File: src/hw/rtl/esc_pkg.sv
// Shared constants and helper function of the epoch-seconds to calendar converter.
package esc_pkg;

	// Reciprocals for exact division by constants: q = (x * RECIP) >> SHIFT.
	localparam logic [25:0] DAY_RECIP     = 26'd50903317; // (t >> 7) / 675, shift 35
	localparam logic [9:0]  DAY_REM_DIV   = 10'd675;
	localparam logic [16:0] RECIP_365     = 17'd91930;    // (doe >> 2) / 365, shift 25
	localparam logic [18:0] RECIP_YEAR    = 19'd367720;   // n / 365, shift 27
	localparam logic [11:0] RECIP_153     = 12'd3427;     // v / 153, shift 19
	localparam logic [15:0] RECIP_15_WIDE = 16'd34953;    // (fract >> 2) / 15, shift 19
	localparam logic [9:0]  RECIP_15_NARR = 10'd547;      // (minutes >> 2) / 15, shift 13

	// Day counts of the March-based civil calendar.
	localparam logic [19:0] DAYS_TO_EPOCH = 20'd719468;
	localparam logic [19:0] ERA4_START    = 20'd584388;
	localparam logic [19:0] ERA5_START    = 20'd730485;
	localparam logic [17:0] CENT_DAYS     = 18'd36524;
	localparam logic [17:0] ERA_LAST_DAY  = 18'd146096;
	localparam logic [17:0] YEAR_DAYS     = 18'd365;

	// First day of each March-based month within the year.
	function automatic logic [8:0] month_start(input logic [3:0] mp);
		logic [8:0] r;
		unique case (mp)
			4'd0:    r = 9'd0;
			4'd1:    r = 9'd31;
			4'd2:    r = 9'd61;
			4'd3:    r = 9'd92;
			4'd4:    r = 9'd122;
			4'd5:    r = 9'd153;
			4'd6:    r = 9'd184;
			4'd7:    r = 9'd214;
			4'd8:    r = 9'd245;
			4'd9:    r = 9'd275;
			4'd10:   r = 9'd306;
			4'd11:   r = 9'd337;
			default: r = 9'd0;
		endcase
		return r;
	endfunction

endpackage

File: src/hw/rtl/esc_split.sv
// Front stages: zone offset, clamp, and split into whole days and seconds of the day.
module esc_split (
	input  logic               clk,
	input  logic               arst_n,
	input  logic               in_valid,
	input  logic [31:0]        epoch_seconds,
	input  logic signed [16:0] zone,
	output logic               valid_s3,
	output logic [15:0]        days_s3,
	output logic [16:0]        fract_s3
);

	logic signed [33:0] sum;
	logic [31:0]        t_clamp;
	logic [31:0]        t_s1;
	logic [50:0]        prod_s2;
	logic [24:0]        x_s2;
	logic [6:0]         low_s2;
	logic               valid_s1, valid_s2;
	logic [15:0]        days;
	logic [24:0]        rem_full;

	always_comb begin
		sum = $signed({2'b00, epoch_seconds}) + $signed({{17{zone[16]}}, zone});
		priority if (sum[33]) begin
			t_clamp = 32'd0;
		end else if (sum[32]) begin
			t_clamp = 32'hFFFF_FFFF;
		end else begin
			t_clamp = sum[31:0];
		end
	end

	assign days     = prod_s2[50:35];
	assign rem_full = x_s2 - 25'(days) * 25'(esc_pkg::DAY_REM_DIV);

	always_ff @(posedge clk or negedge arst_n) begin
		if (!arst_n) begin
			valid_s1 <= 1'b0;
			valid_s2 <= 1'b0;
			valid_s3 <= 1'b0;
		end else begin
			valid_s1 <= in_valid;
			valid_s2 <= valid_s1;
			valid_s3 <= valid_s2;
		end
	end

	always_ff @(posedge clk) begin
		t_s1     <= t_clamp;
		prod_s2  <= 51'(t_s1[31:7]) * 51'(esc_pkg::DAY_RECIP);
		x_s2     <= t_s1[31:7];
		low_s2   <= t_s1[6:0];
		days_s3  <= days;
		fract_s3 <= {rem_full[9:0], low_s2};
	end

endmodule

File: src/hw/rtl/esc_tod.sv
// Time-of-day stages: seconds of the day into hour, minute and second.
module esc_tod (
	input  logic        clk,
	input  logic [16:0] fract_s3,
	output logic [5:0]  second_s11,
	output logic [5:0]  minute_s11,
	output logic [4:0]  hour_s11
);

	logic [30:0] pf_s4;
	logic [16:0] fract_s4;
	logic [10:0] mt_s5;
	logic [5:0]  sec_s5, sec_s6, sec_s7, sec_s8, sec_s9, sec_s10;
	logic [18:0] pm_s6;
	logic [10:0] mt_s6;
	logic [5:0]  min_s7, min_s8, min_s9, min_s10;
	logic [4:0]  hour_s7, hour_s8, hour_s9, hour_s10;
	logic [10:0] mt;
	logic [16:0] sec_full;
	logic [4:0]  hour;
	logic [10:0] min_full;

	assign mt       = pf_s4[29:19];
	assign sec_full = fract_s4 - 17'(mt) * 17'd60;
	assign hour     = pm_s6[17:13];
	assign min_full = mt_s6 - 11'(hour) * 11'd60;

	always_ff @(posedge clk) begin
		pf_s4      <= 31'(fract_s3[16:2]) * 31'(esc_pkg::RECIP_15_WIDE);
		fract_s4   <= fract_s3;
		mt_s5      <= mt;
		sec_s5     <= sec_full[5:0];
		pm_s6      <= 19'(mt_s5[10:2]) * 19'(esc_pkg::RECIP_15_NARR);
		mt_s6      <= mt_s5;
		sec_s6     <= sec_s5;
		hour_s7    <= hour;
		min_s7     <= min_full[5:0];
		sec_s7     <= sec_s6;
		// Delay line to line up with the date stages.
		hour_s8    <= hour_s7;
		min_s8     <= min_s7;
		sec_s8     <= sec_s7;
		hour_s9    <= hour_s8;
		min_s9     <= min_s8;
		sec_s9     <= sec_s8;
		hour_s10   <= hour_s9;
		min_s10    <= min_s9;
		sec_s10    <= sec_s9;
		hour_s11   <= hour_s10;
		minute_s11 <= min_s10;
		second_s11 <= sec_s10;
	end

endmodule

File: src/hw/rtl/esc_date.sv
// Date stages: days since 1970 into year, month and day of month.
module esc_date (
	input  logic        clk,
	input  logic        arst_n,
	input  logic        valid_s3,
	input  logic [15:0] days_s3,
	output logic        valid_s11,
	output logic [4:0]  mday_s11,
	output logic [3:0]  month_s11,
	output logic [7:0]  year_s11
);

	logic [7:0]  valid_sr;
	logic [19:0] z;
	logic        era5;
	logic [19:0] doe_full;
	logic [17:0] doe_s4, doe_s5, doe_s6, doe_s7, doe_s8;
	logic        era_s4, era_s5, era_s6, era_s7, era_s8, era_s9, era_s10;
	logic [32:0] p1_s5;
	logic [2:0]  b_s5;
	logic        c_s5;
	logic [17:0] n_s6;
	logic [36:0] pn_s7;
	logic [8:0]  yoe_s8, yoe_s9, yoe_s10;
	logic [8:0]  doy_s9, doy_s10;
	logic [22:0] pmp_s10;
	logic [2:0]  b_cnt;
	logic [1:0]  cent;
	logic [17:0] doy_full;
	logic [11:0] v;
	logic [3:0]  mp;
	logic [8:0]  mday_full;
	logic [3:0]  m0;
	logic [9:0]  yfull;

	assign z        = 20'(days_s3) + esc_pkg::DAYS_TO_EPOCH;
	assign era5     = z >= esc_pkg::ERA5_START;
	assign doe_full = z - (era5 ? esc_pkg::ERA5_START : esc_pkg::ERA4_START);

	// Number of whole centuries inside the era, 0 to 4.
	assign b_cnt = 3'(doe_s4 >= esc_pkg::CENT_DAYS)
		+ 3'(doe_s4 >= 18'(2 * esc_pkg::CENT_DAYS))
		+ 3'(doe_s4 >= 18'(3 * esc_pkg::CENT_DAYS))
		+ 3'(doe_s4 >= 18'(4 * esc_pkg::CENT_DAYS));

	assign cent = 2'(yoe_s8 >= 9'd100) + 2'(yoe_s8 >= 9'd200) + 2'(yoe_s8 >= 9'd300);
	assign doy_full = doe_s8
		- (18'(yoe_s8) * esc_pkg::YEAR_DAYS + 18'(yoe_s8[8:2]) - 18'(cent));

	assign v = 12'(doy_s9) * 12'd5 + 12'd2;

	assign mp        = pmp_s10[22:19];
	assign mday_full = doy_s10 - esc_pkg::month_start(mp) + 9'd1;
	assign m0        = (mp < 4'd10) ? mp + 4'd2 : mp - 4'd10;
	// The first era of interest starts at 1600, so its years sit 400 below 2000.
	assign yfull = (era_s10 ? 10'(yoe_s10) : 10'(yoe_s10) - 10'd400)
		+ 10'(mp >= 4'd10);

	always_ff @(posedge clk or negedge arst_n) begin
		if (!arst_n) begin
			valid_sr <= '0;
		end else begin
			valid_sr <= {valid_sr[6:0], valid_s3};
		end
	end

	assign valid_s11 = valid_sr[7];

	always_ff @(posedge clk) begin
		doe_s4    <= doe_full[17:0];
		era_s4    <= era5;
		p1_s5     <= 33'(doe_s4[17:2]) * 33'(esc_pkg::RECIP_365);
		b_s5      <= b_cnt;
		c_s5      <= doe_s4 == esc_pkg::ERA_LAST_DAY;
		doe_s5    <= doe_s4;
		era_s5    <= era_s4;
		n_s6      <= doe_s5 - 18'(p1_s5[32:25]) + 18'(b_s5) - 18'(c_s5);
		doe_s6    <= doe_s5;
		era_s6    <= era_s5;
		pn_s7     <= 37'(n_s6) * 37'(esc_pkg::RECIP_YEAR);
		doe_s7    <= doe_s6;
		era_s7    <= era_s6;
		yoe_s8    <= pn_s7[35:27];
		doe_s8    <= doe_s7;
		era_s8    <= era_s7;
		doy_s9    <= doy_full[8:0];
		yoe_s9    <= yoe_s8;
		era_s9    <= era_s8;
		pmp_s10   <= 23'(v) * 23'(esc_pkg::RECIP_153);
		doy_s10   <= doy_s9;
		yoe_s10   <= yoe_s9;
		era_s10   <= era_s9;
		mday_s11  <= mday_full[4:0];
		month_s11 <= m0;
		year_s11  <= yfull[7:0];
	end

endmodule

File: src/hw/rtl/epoch_seconds_to_calendar.sv
// Top level of the epoch-seconds to calendar converter pipeline.
//
// Usage: drive an unsigned 32-bit count of seconds since 1970-01-01 on
// epoch_seconds and raise start for one cycle. A word is taken at every rising
// edge where start is high and busy is low. Busy never rises, so a new word can
// be given in every cycle and the block converts one timestamp per cycle.
// A word taken at one edge passes through the split and date register stages;
// done is high for exactly one cycle when its result is shown, while
// second, minute, hour, day_of_month, month and year_from_2000 hold the result.
// Results leave in the order the words came in. The receiver cannot
// stall the block; it must take each result in the cycle it is shown.
// The time-zone offset is written with cfg_we and cfg_wdata, a signed count of
// seconds that is added to every timestamp before the calendar split; write it
// only while no word is in flight. Asynchronous reset clears all valid bits, so
// no result appears until new words arrive, and sets the offset to zero.
// A result passes through eleven register stages, split and date path together.
module epoch_seconds_to_calendar (
	input  logic               clk,
	input  logic               arst_n,
	input  logic               start,
	output logic               busy,
	input  logic [31:0]        epoch_seconds,
	input  logic               cfg_we,
	input  logic signed [16:0] cfg_wdata,
	output logic               done,
	output logic [5:0]         second,
	output logic [5:0]         minute,
	output logic [4:0]         hour,
	output logic [4:0]         day_of_month,
	output logic [3:0]         month,
	output logic signed [7:0]  year_from_2000
);

	logic signed [16:0] zone_q;
	logic               take;
	logic               valid_s3;
	logic [15:0]        days_s3;
	logic [16:0]        fract_s3;
	logic [7:0]         year_raw;

	// The pipeline never holds, so the block is always ready for a new word.
	assign busy = 1'b0;
	assign take = start && !busy;

	// Time-zone offset register.
	always_ff @(posedge clk or negedge arst_n) begin
		if (!arst_n) begin
			zone_q <= '0;
		end else if (cfg_we) begin
			zone_q <= cfg_wdata;
		end
	end

	// Stages one to three: add the offset, clamp to the 32-bit range, and split
	// into whole days and the seconds within the day.
	esc_split u_split (
		.clk           (clk),
		.arst_n        (arst_n),
		.in_valid      (take),
		.epoch_seconds (epoch_seconds),
		.zone          (zone_q),
		.valid_s3      (valid_s3),
		.days_s3       (days_s3),
		.fract_s3      (fract_s3)
	);

	// Stages four to eleven, time of day: hours and minutes come from two
	// reciprocal multiplies and are then delayed to meet the date path.
	esc_tod u_tod (
		.clk        (clk),
		.fract_s3   (fract_s3),
		.second_s11 (second),
		.minute_s11 (minute),
		.hour_s11   (hour)
	);

	// Stages four to eleven, date: March-based era, year of era, day of year
	// and month, each split step behind its own register.
	esc_date u_date (
		.clk       (clk),
		.arst_n    (arst_n),
		.valid_s3  (valid_s3),
		.days_s3   (days_s3),
		.valid_s11 (done),
		.mday_s11  (day_of_month),
		.month_s11 (month),
		.year_s11  (year_raw)
	);

	assign year_from_2000 = $signed(year_raw);

endmodule
File: config.mk
export PLATFORM = sky130hd
export DESIGN_NAME = epoch_seconds_to_calendar
export DESIGN_NICKNAME = d
export VERILOG_FILES = /design/src/hw/rtl/esc_pkg.sv /design/src/hw/rtl/esc_split.sv /design/src/hw/rtl/esc_tod.sv /design/src/hw/rtl/esc_date.sv /design/src/hw/rtl/epoch_seconds_to_calendar.sv
export SDC_FILE = /design/constraint.sdc
export NUM_CORES = 2
export LEC_CHECK = 0
export BUFFER_PORTS_ARGS = -buffer_cell sky130_fd_sc_hd__buf_2
export CAP_MARGIN = 25
export CORE_MARGIN = 2
export CORE_UTILIZATION = 45
export CTS_BUF_LIST = sky130_fd_sc_hd__clkbuf_4
export DETAILED_ROUTE_END_ITERATION = 16
export GPL_TIMING_DRIVEN = 0
export MAX_ROUTING_LAYER = met4
export PLACE_DENSITY = 0.65
export SETUP_SLACK_MARGIN = 0.2
export SLEW_MARGIN = 30
export SYNTH_ARGS = -nofsm -noshare
export SYNTH_HDL_FRONTEND = slang
export SYNTH_SLANG_ARGS = --single-unit
File: constraint.sdc
create_clock -name clk -period 6.4 [get_ports clk]
set_input_delay 0.32 -clock clk [delete_from_list [all_inputs] [get_ports clk]]
set_output_delay 0.32 -clock clk [all_outputs]
set_load 0.02 [all_outputs]
Yosys cells after proc, flatten, opt, wreduce, memory -nomap -nowiden
Memories as Yosys holds them, arrays and structs flattened. A register that Yosys moved wholly into a read port is not among the register bits.
Cells that the tools add are included.
Widths: inputs -> output; s select.

word-level totals
  RAM bits = 0
  latch bits = 0
  output and inout port bits = 36
  bits of input ports = 53
  memory bits (read-only) = 144
  word-level logic and storage cells = 110
  register bits after elaboration = 565
  memories = 1

memories
  memory           depth  bits a word  read ports  clocked after memory_dff  write ports  RTL line       text
  (no name shown)  16     9            1           1                         0            esc_pkg.sv:24  unique case (mp)

operators by class
  multipliers = 11
  $lt $le $gt $ge = 10
  divide/modulo/power cells = 0
  shifts and indexed selects = 0
  bitwise logic cells = 0
  eq/ne operators = 1
  muxes and demuxes = 4
  add/subtract/negate cells = 24
  reduce and logical (&&, ||, !) cells = 0

operators with widths
  cell                    count
  $mul 25x26->51 const B  1
  $ge 18x17->1 const B    2
  $add 33x17->34          1
  $mul 18x16->33 const B  1
  $mul 16x16->32 const B  1
  $mux 32                 1
  $mul 15x16->30 const B  1
  $mul 12x12->23 const B  1
  $add 16x20->20 const B  1
  $ge 20x20->1 const B    1
  $add 18x3->18           1
  $eq 18x18->1 const B    1
  $ge 18x16->1 const B    1
  $ge 18x18->1 const B    1
  $mul 9x10->18 const B   1
  $mux 18                 1
  $sub 18x1->18           1
  $sub 18x18->18          1
  $sub 18x8->18           1
  $mul 16x10->10 const B  1
  $add 12x2->12 const B   1
  $mul 9x3->12 const B    1
  $sub 6x6->6             2
  $mul 11x4->4 const B    1
  other kinds (22)        24

Depth between registers and ports, before layout
  word-level depth = 5
  gate-level depth with buffers = 37
  mapped depth without buffers = 37

Modules after synthesis
A second synthesis with hierarchy kept.

second synthesis, totals
  cell total of the unflattened synthesis = 4024
  area, all modules = 42488.2 µm²

modules (own cells, without submodules)
  module                     area each (µm²)  times used  cells each  seq. area each (µm²)
  esc_date                   20830.0          1           2002        3683.5
  esc_split                  14796.7          1           1485        2037.0
  esc_tod                    6164.7           1           499         2722.6
  epoch_seconds_to_calendar  696.9            1           38          425.4

Least setup slack after synthesis
OpenSTA, ideal clock, no wires.

  path type = register to register
  start point = reg u_date.doy_s9[1]
  end point = reg (tool-made name)
  buffers on the path = 0
  clock period less this slack = 7.061 ns
  library setup time = 0.133 ns
  data arrival time = 6.928 ns
  setup slack = -0.661 ns
  cell stages (with the launch flop) = 34
  required time = 6.267 ns
  path through = dfxtp_1 > ha_1 > ha_1 > a31oi_1 > nor2b_1 > o21a_1 > o21a_1 > o21ai_1 > a21boi_0 > o21a_1 > nor2_1 > xnor2_1 > ha_1 > inv_1 > fa_1 > inv_1 > fa_1 > fa_1 > ha_1 > ha_1 > a21oi_1 > nor2b_1 > a2111oi_2 > nand2b_1 > a41oi_1 > nor2_1 > nor2_1 > xnor2_1 > inv_1 > ha_1 > a21oi_1 > o22ai_1 > o21ai_0 > o31ai_1

RTL lines
  what                      RTL line        text
  start: declaration        esc_date.sv:25  logic [8:0] doy_s9, doy_s10;
  start signal: assignment  esc_date.sv:86  doy_s9 <= doy_full[8:0];

==> metrics.md <==
| Metric | Value |
|---|---|
| Library cell occupying the most area in the post-synthesis netlist | sky130_fd_sc_hd__ha_1 |
| Initial standard-cell utilization of the core | 45.61% |
| Outcome | complete, but fails checks |
| Last weighted congestion value of the routability-driven placer | 0.8403 |
| Final-report hold violation count | 0 |
| Synthesized area per cell | 10.63 sq um |
| Die area | 93,950 sq um |
| Core Region | roughly 90,000 sq um |
| Fin Setup TNS | -1.757 ns |
| Synth top area cells | sky130_fd_sc_hd__ha_1 30%, sky130_fd_sc_hd__fa_1 24%, sky130_fd_sc_hd__dfxtp_1 20% |
| First-pass GRT wire length | approximately 140 mm |
| Path type of the worst setup path | flop to flop |
| Total number of nets in the final design | roughly 5,700 |
| Yosys top cell area share | a little under a third |
| Worst hold path type | primary input to flop |
| Post-Place Cells | between 5,000 and 6,000 |
| Final-report setup violation count | 6 |
| Leading cell type by number of instances after synthesis | sky130_fd_sc_hd__ha_1 |
| First-pass detailed-route iteration total | 5 |
| Headroom to the max-slew limit | 43.03% |
| Critical-path top delay cell | sky130_fd_sc_hd__fa_1 |
| TritonCTS clock tree | built |
| Tmin final | 6.783 ns |
| Worst setup SP type | flop |
| Fillers | 8,115 |
| Setup clock skew after layout | 0.07428 ns |
| HPWL Detailed | 63.07 mm |
| Worst-path maximum fanout | 5 |
| Category of the worst setup path capture point | flop |
| Number of nets in the synthesized netlist | between 5,000 and 6,000 |
| Final cell count without fillers | 5,460 |
| Count of cell types in the netlist | 84 |
| Netlist Area Pre-Place | 41,180 sq um |
| Vias in the first global route | 28,037 |
| Number of antenna violations at the first check in global routing | 8 |
| Count of mapped cells out of synthesis | 3,873 |
| Count of clock tree sinks | roughly 440 |
| Area used by multi-input combinational logic | 29,320 sq um |
| Achievable frequency | 147.4 MHz |
| Buffer depth of the longest clock path | 3 |
| Async SR Flop Fraction | 6.422% |
| Worst Max-Slew Pin Slew | about 0.85 ns |
| Dpl cell area | 43,240 sq um |
| Number of levels in the clock H-tree | 3 |
| Register Area | 8997 sq um |
| Predominant post-synthesis flop cell | sky130_fd_sc_hd__dfxtp_1 |
| Aggregate global-route resource usage | 18.25% |
| Number of placement rows | 110 |
| Die outline width | 306.5 um |
| Port Buffers | 86 |
| Flip-flop and latch count after synthesis | around 440 |
| Remaining global-route overflow | 0 |
| Clock latency at the later pin of the worst-skew pair | 0.85 ns |
| Min setup slack post-route | -0.3835 ns |
| Sequential area share after synthesis | 21.54% |
| Worst path required time | 7.11 ns |
| Layout cells sized above 1 | between 10% and 20% |
| Area growth syn-to-layout | 12.91% |
| Most Frequent Cell on Critical Path | sky130_fd_sc_hd__ha_4 |
| Number of pins exceeding their max-slew limit in the final report | 0 |
| Arrival time of the worst setup path | roughly 7.5 ns |
| Number of maximum-capacitance violations | 0 |
| Maximum number of pins on one net before global-route repair | 29 |
| Via-per-instance ratio | 4.779 |
| Clock Pin Slew Worst Setup and Hold Paths | 0.07 ns |
| Worst-case hold slack | 0.1084 ns |
| TritonCTS buffer count | 110 |
| I/O pin total | 89 |
| Average wire length per cell after detail routing | 14.43 um |
| Remaining antenna violation count | 0 |
| Peak per-stage delay on the critical path | 0.50 ns |
| Count of routing violations after the opening detailed-route iteration | between 700 and 800 |
| Violated checks | negative setup slack |
| Height of the die | 306.5 um |
| Crit share post-route | 106.0% |
| Vias after detailed routing | 26,095 |
| Commonest cells in the synthesized netlist | 993 x sky130_fd_sc_hd__ha_1, 973 x sky130_fd_sc_hd__inv_1, 490 x sky130_fd_sc_hd__fa_1, 408 x sky130_fd_sc_hd__dfxtp_1, 155 x sky130_fd_sc_hd__a21oi_1 |
| Number of warnings printed during yosys synthesis | 0 |
| Aggregate routed wire length | 78.81 mm |
| Remaining routing DRC violations | 0 |
| Buffer type at the clock tree root | sky130_fd_sc_hd__clkbuf_4 |
| Finished layout cell area | 46,500 sq um |
| Count of flip-flops with a built-in enable after synthesis | 0 |
| Setup repair after global routing missed its margin | true |
==> critical path, delay by kind of cell, from the launching register on <==
kind	cells	cell delay, ns
buffers and inverters	3	0.12
DFF	1	0.39
and+or+nand+nor	8	0.94
xor gates and xnor gates	2	0.23
adders and majority gates	8	2.67
AOI/OAI and AO/OA	13	2.28
==> final timing paths <==
kind | start | to | slack, ns | cells after the start
worst max register to register | u_date.doy_s9[0] | flop | -0.38 | 34
min in group asynchronous | arst_n | zone_q[10] | 0.50 | 4
worst min register to register | u_date.doe_s6[1] | u_date.doe_s7[1] | 0.31 | 0
worst max-delay path | u_date.doy_s9[0] | flop | -0.38 | 34
max in group asynchronous | arst_n | u_date.valid_sr[7] | 5.71 | 4
worst min-delay path | epoch_seconds[14] | u_split.t_s1[14] | 0.11 | 5
==> registers in the layout, summed over array words and instances (netlist names), 7 cells and up, named ones only <==
name and cells:
u_date.yoe_s8 9, u_date.doe_s7 9, u_date.doe_s5 18, u_date.valid_sr 8
u_date.n_s6 18, u_date.yoe_s9 8, u_date.yoe_s10 8, u_date.doe_s6 9
u_date.year_s11 8, u_split.fract_s3 17, u_split.days_s3 16, zone_q 17
u_date.pn_s7 9, u_split.x_s2 8, u_tod.mt_s5 11, u_date.p1_s5 8
u_split.prod_s2 18, u_date.doe_s4 18, u_date.doe_s8 9, u_date.doy_s9 9
u_tod.pf_s4 14, u_split.low_s2 7, u_split.t_s1 32
==> kinds of logic (layout without fill, tap and decap cells) <==
group / after synthesis / in the layout / share of synthesized area [%]
buffers and inverters: 990 / 1393 / 9.124
other: 1 / 9 / 0.009106
DFF: 436 / 436 / 21.54
and+or+nand+nor: 305 / 305 / 3.640
AOI/OAI and AO/OA: 437 / 437 / 6.873
adders and majority gates: 1483 / 1483 / 53.99
muxes: 18 / 18 / 0.4892
xor gates and xnor gates: 203 / 203 / 4.336
==> final cells by class <==
class                      instances  share of cell area, %
multi-input combinational       2447                  63.05
sequential                       436                  19.35
inverter                         974                  7.871
timing repair buffer             205                  3.304
tap                             1176                  3.165
clock buffer                     145                  2.341
clock inverter                    53                 0.6593
buffer                            16                 0.2180
antenna                            8                0.04305
==> through the flow <==
step / util, % / setup slack [ns]
after global routing: 51.50 / -0.7439
after floorplan: - / -0.1448
after global placement: 47.88 / -1.014
after CTS: 51.10 / -0.4157
final: 51.50 / -0.3835
after detailed placement: 47.89 / -1.029
==> routing by layer <==
metal	GRT usage, %	share of wire (%)
met1	22.88	46
met2	31.50	50
met3	2.240	2.2
met4	4.195	1.5
met5	-	0
==> cells in the final DEF, fill, tap and decap left out, drive strengths merged, types with 22 or more instances in the layout <==
| cell type | synthesis | routed |
|---|---|---|
| o21ai | 79 | 79 |
| o21a | 22 | 22 |
| xor2 | 66 | 66 |
| clkinv | 0 | 47 |
| buf | 7 | 159 |
| nor2 | 80 | 80 |
| clkbuf | 9 | 154 |
| nand2 | 73 | 73 |
| nor3 | 28 | 28 |
| dfxtp | 408 | 408 |
| dlygate4sd3 | 0 | 53 |
| fa | 490 | 490 |
| ha | 993 | 993 |
| inv | 974 | 974 |
| dfrtp | 28 | 28 |
| xnor2 | 137 | 137 |
| a21o | 60 | 60 |
| nand4 | 22 | 22 |
| a21oi | 159 | 159 |
==> timing repair <==
| item | 4_1_cts | 5_1_grt |
|---|---|---|
| hold endpoints to repair | 68 | 0 |
| hold buffers | 54 | 0 |
| cloned | 0 | 0 |
| pin swaps | 82 | 63 |
| buffers inserted | 55 | 10 |
| setup endpoints to repair | 28 | 26 |
| gates resized for setup | 122 | 72 |
Power is not shown: default switching activity piles up to over one toggle a cycle in this logic, so the estimate is an artifact.
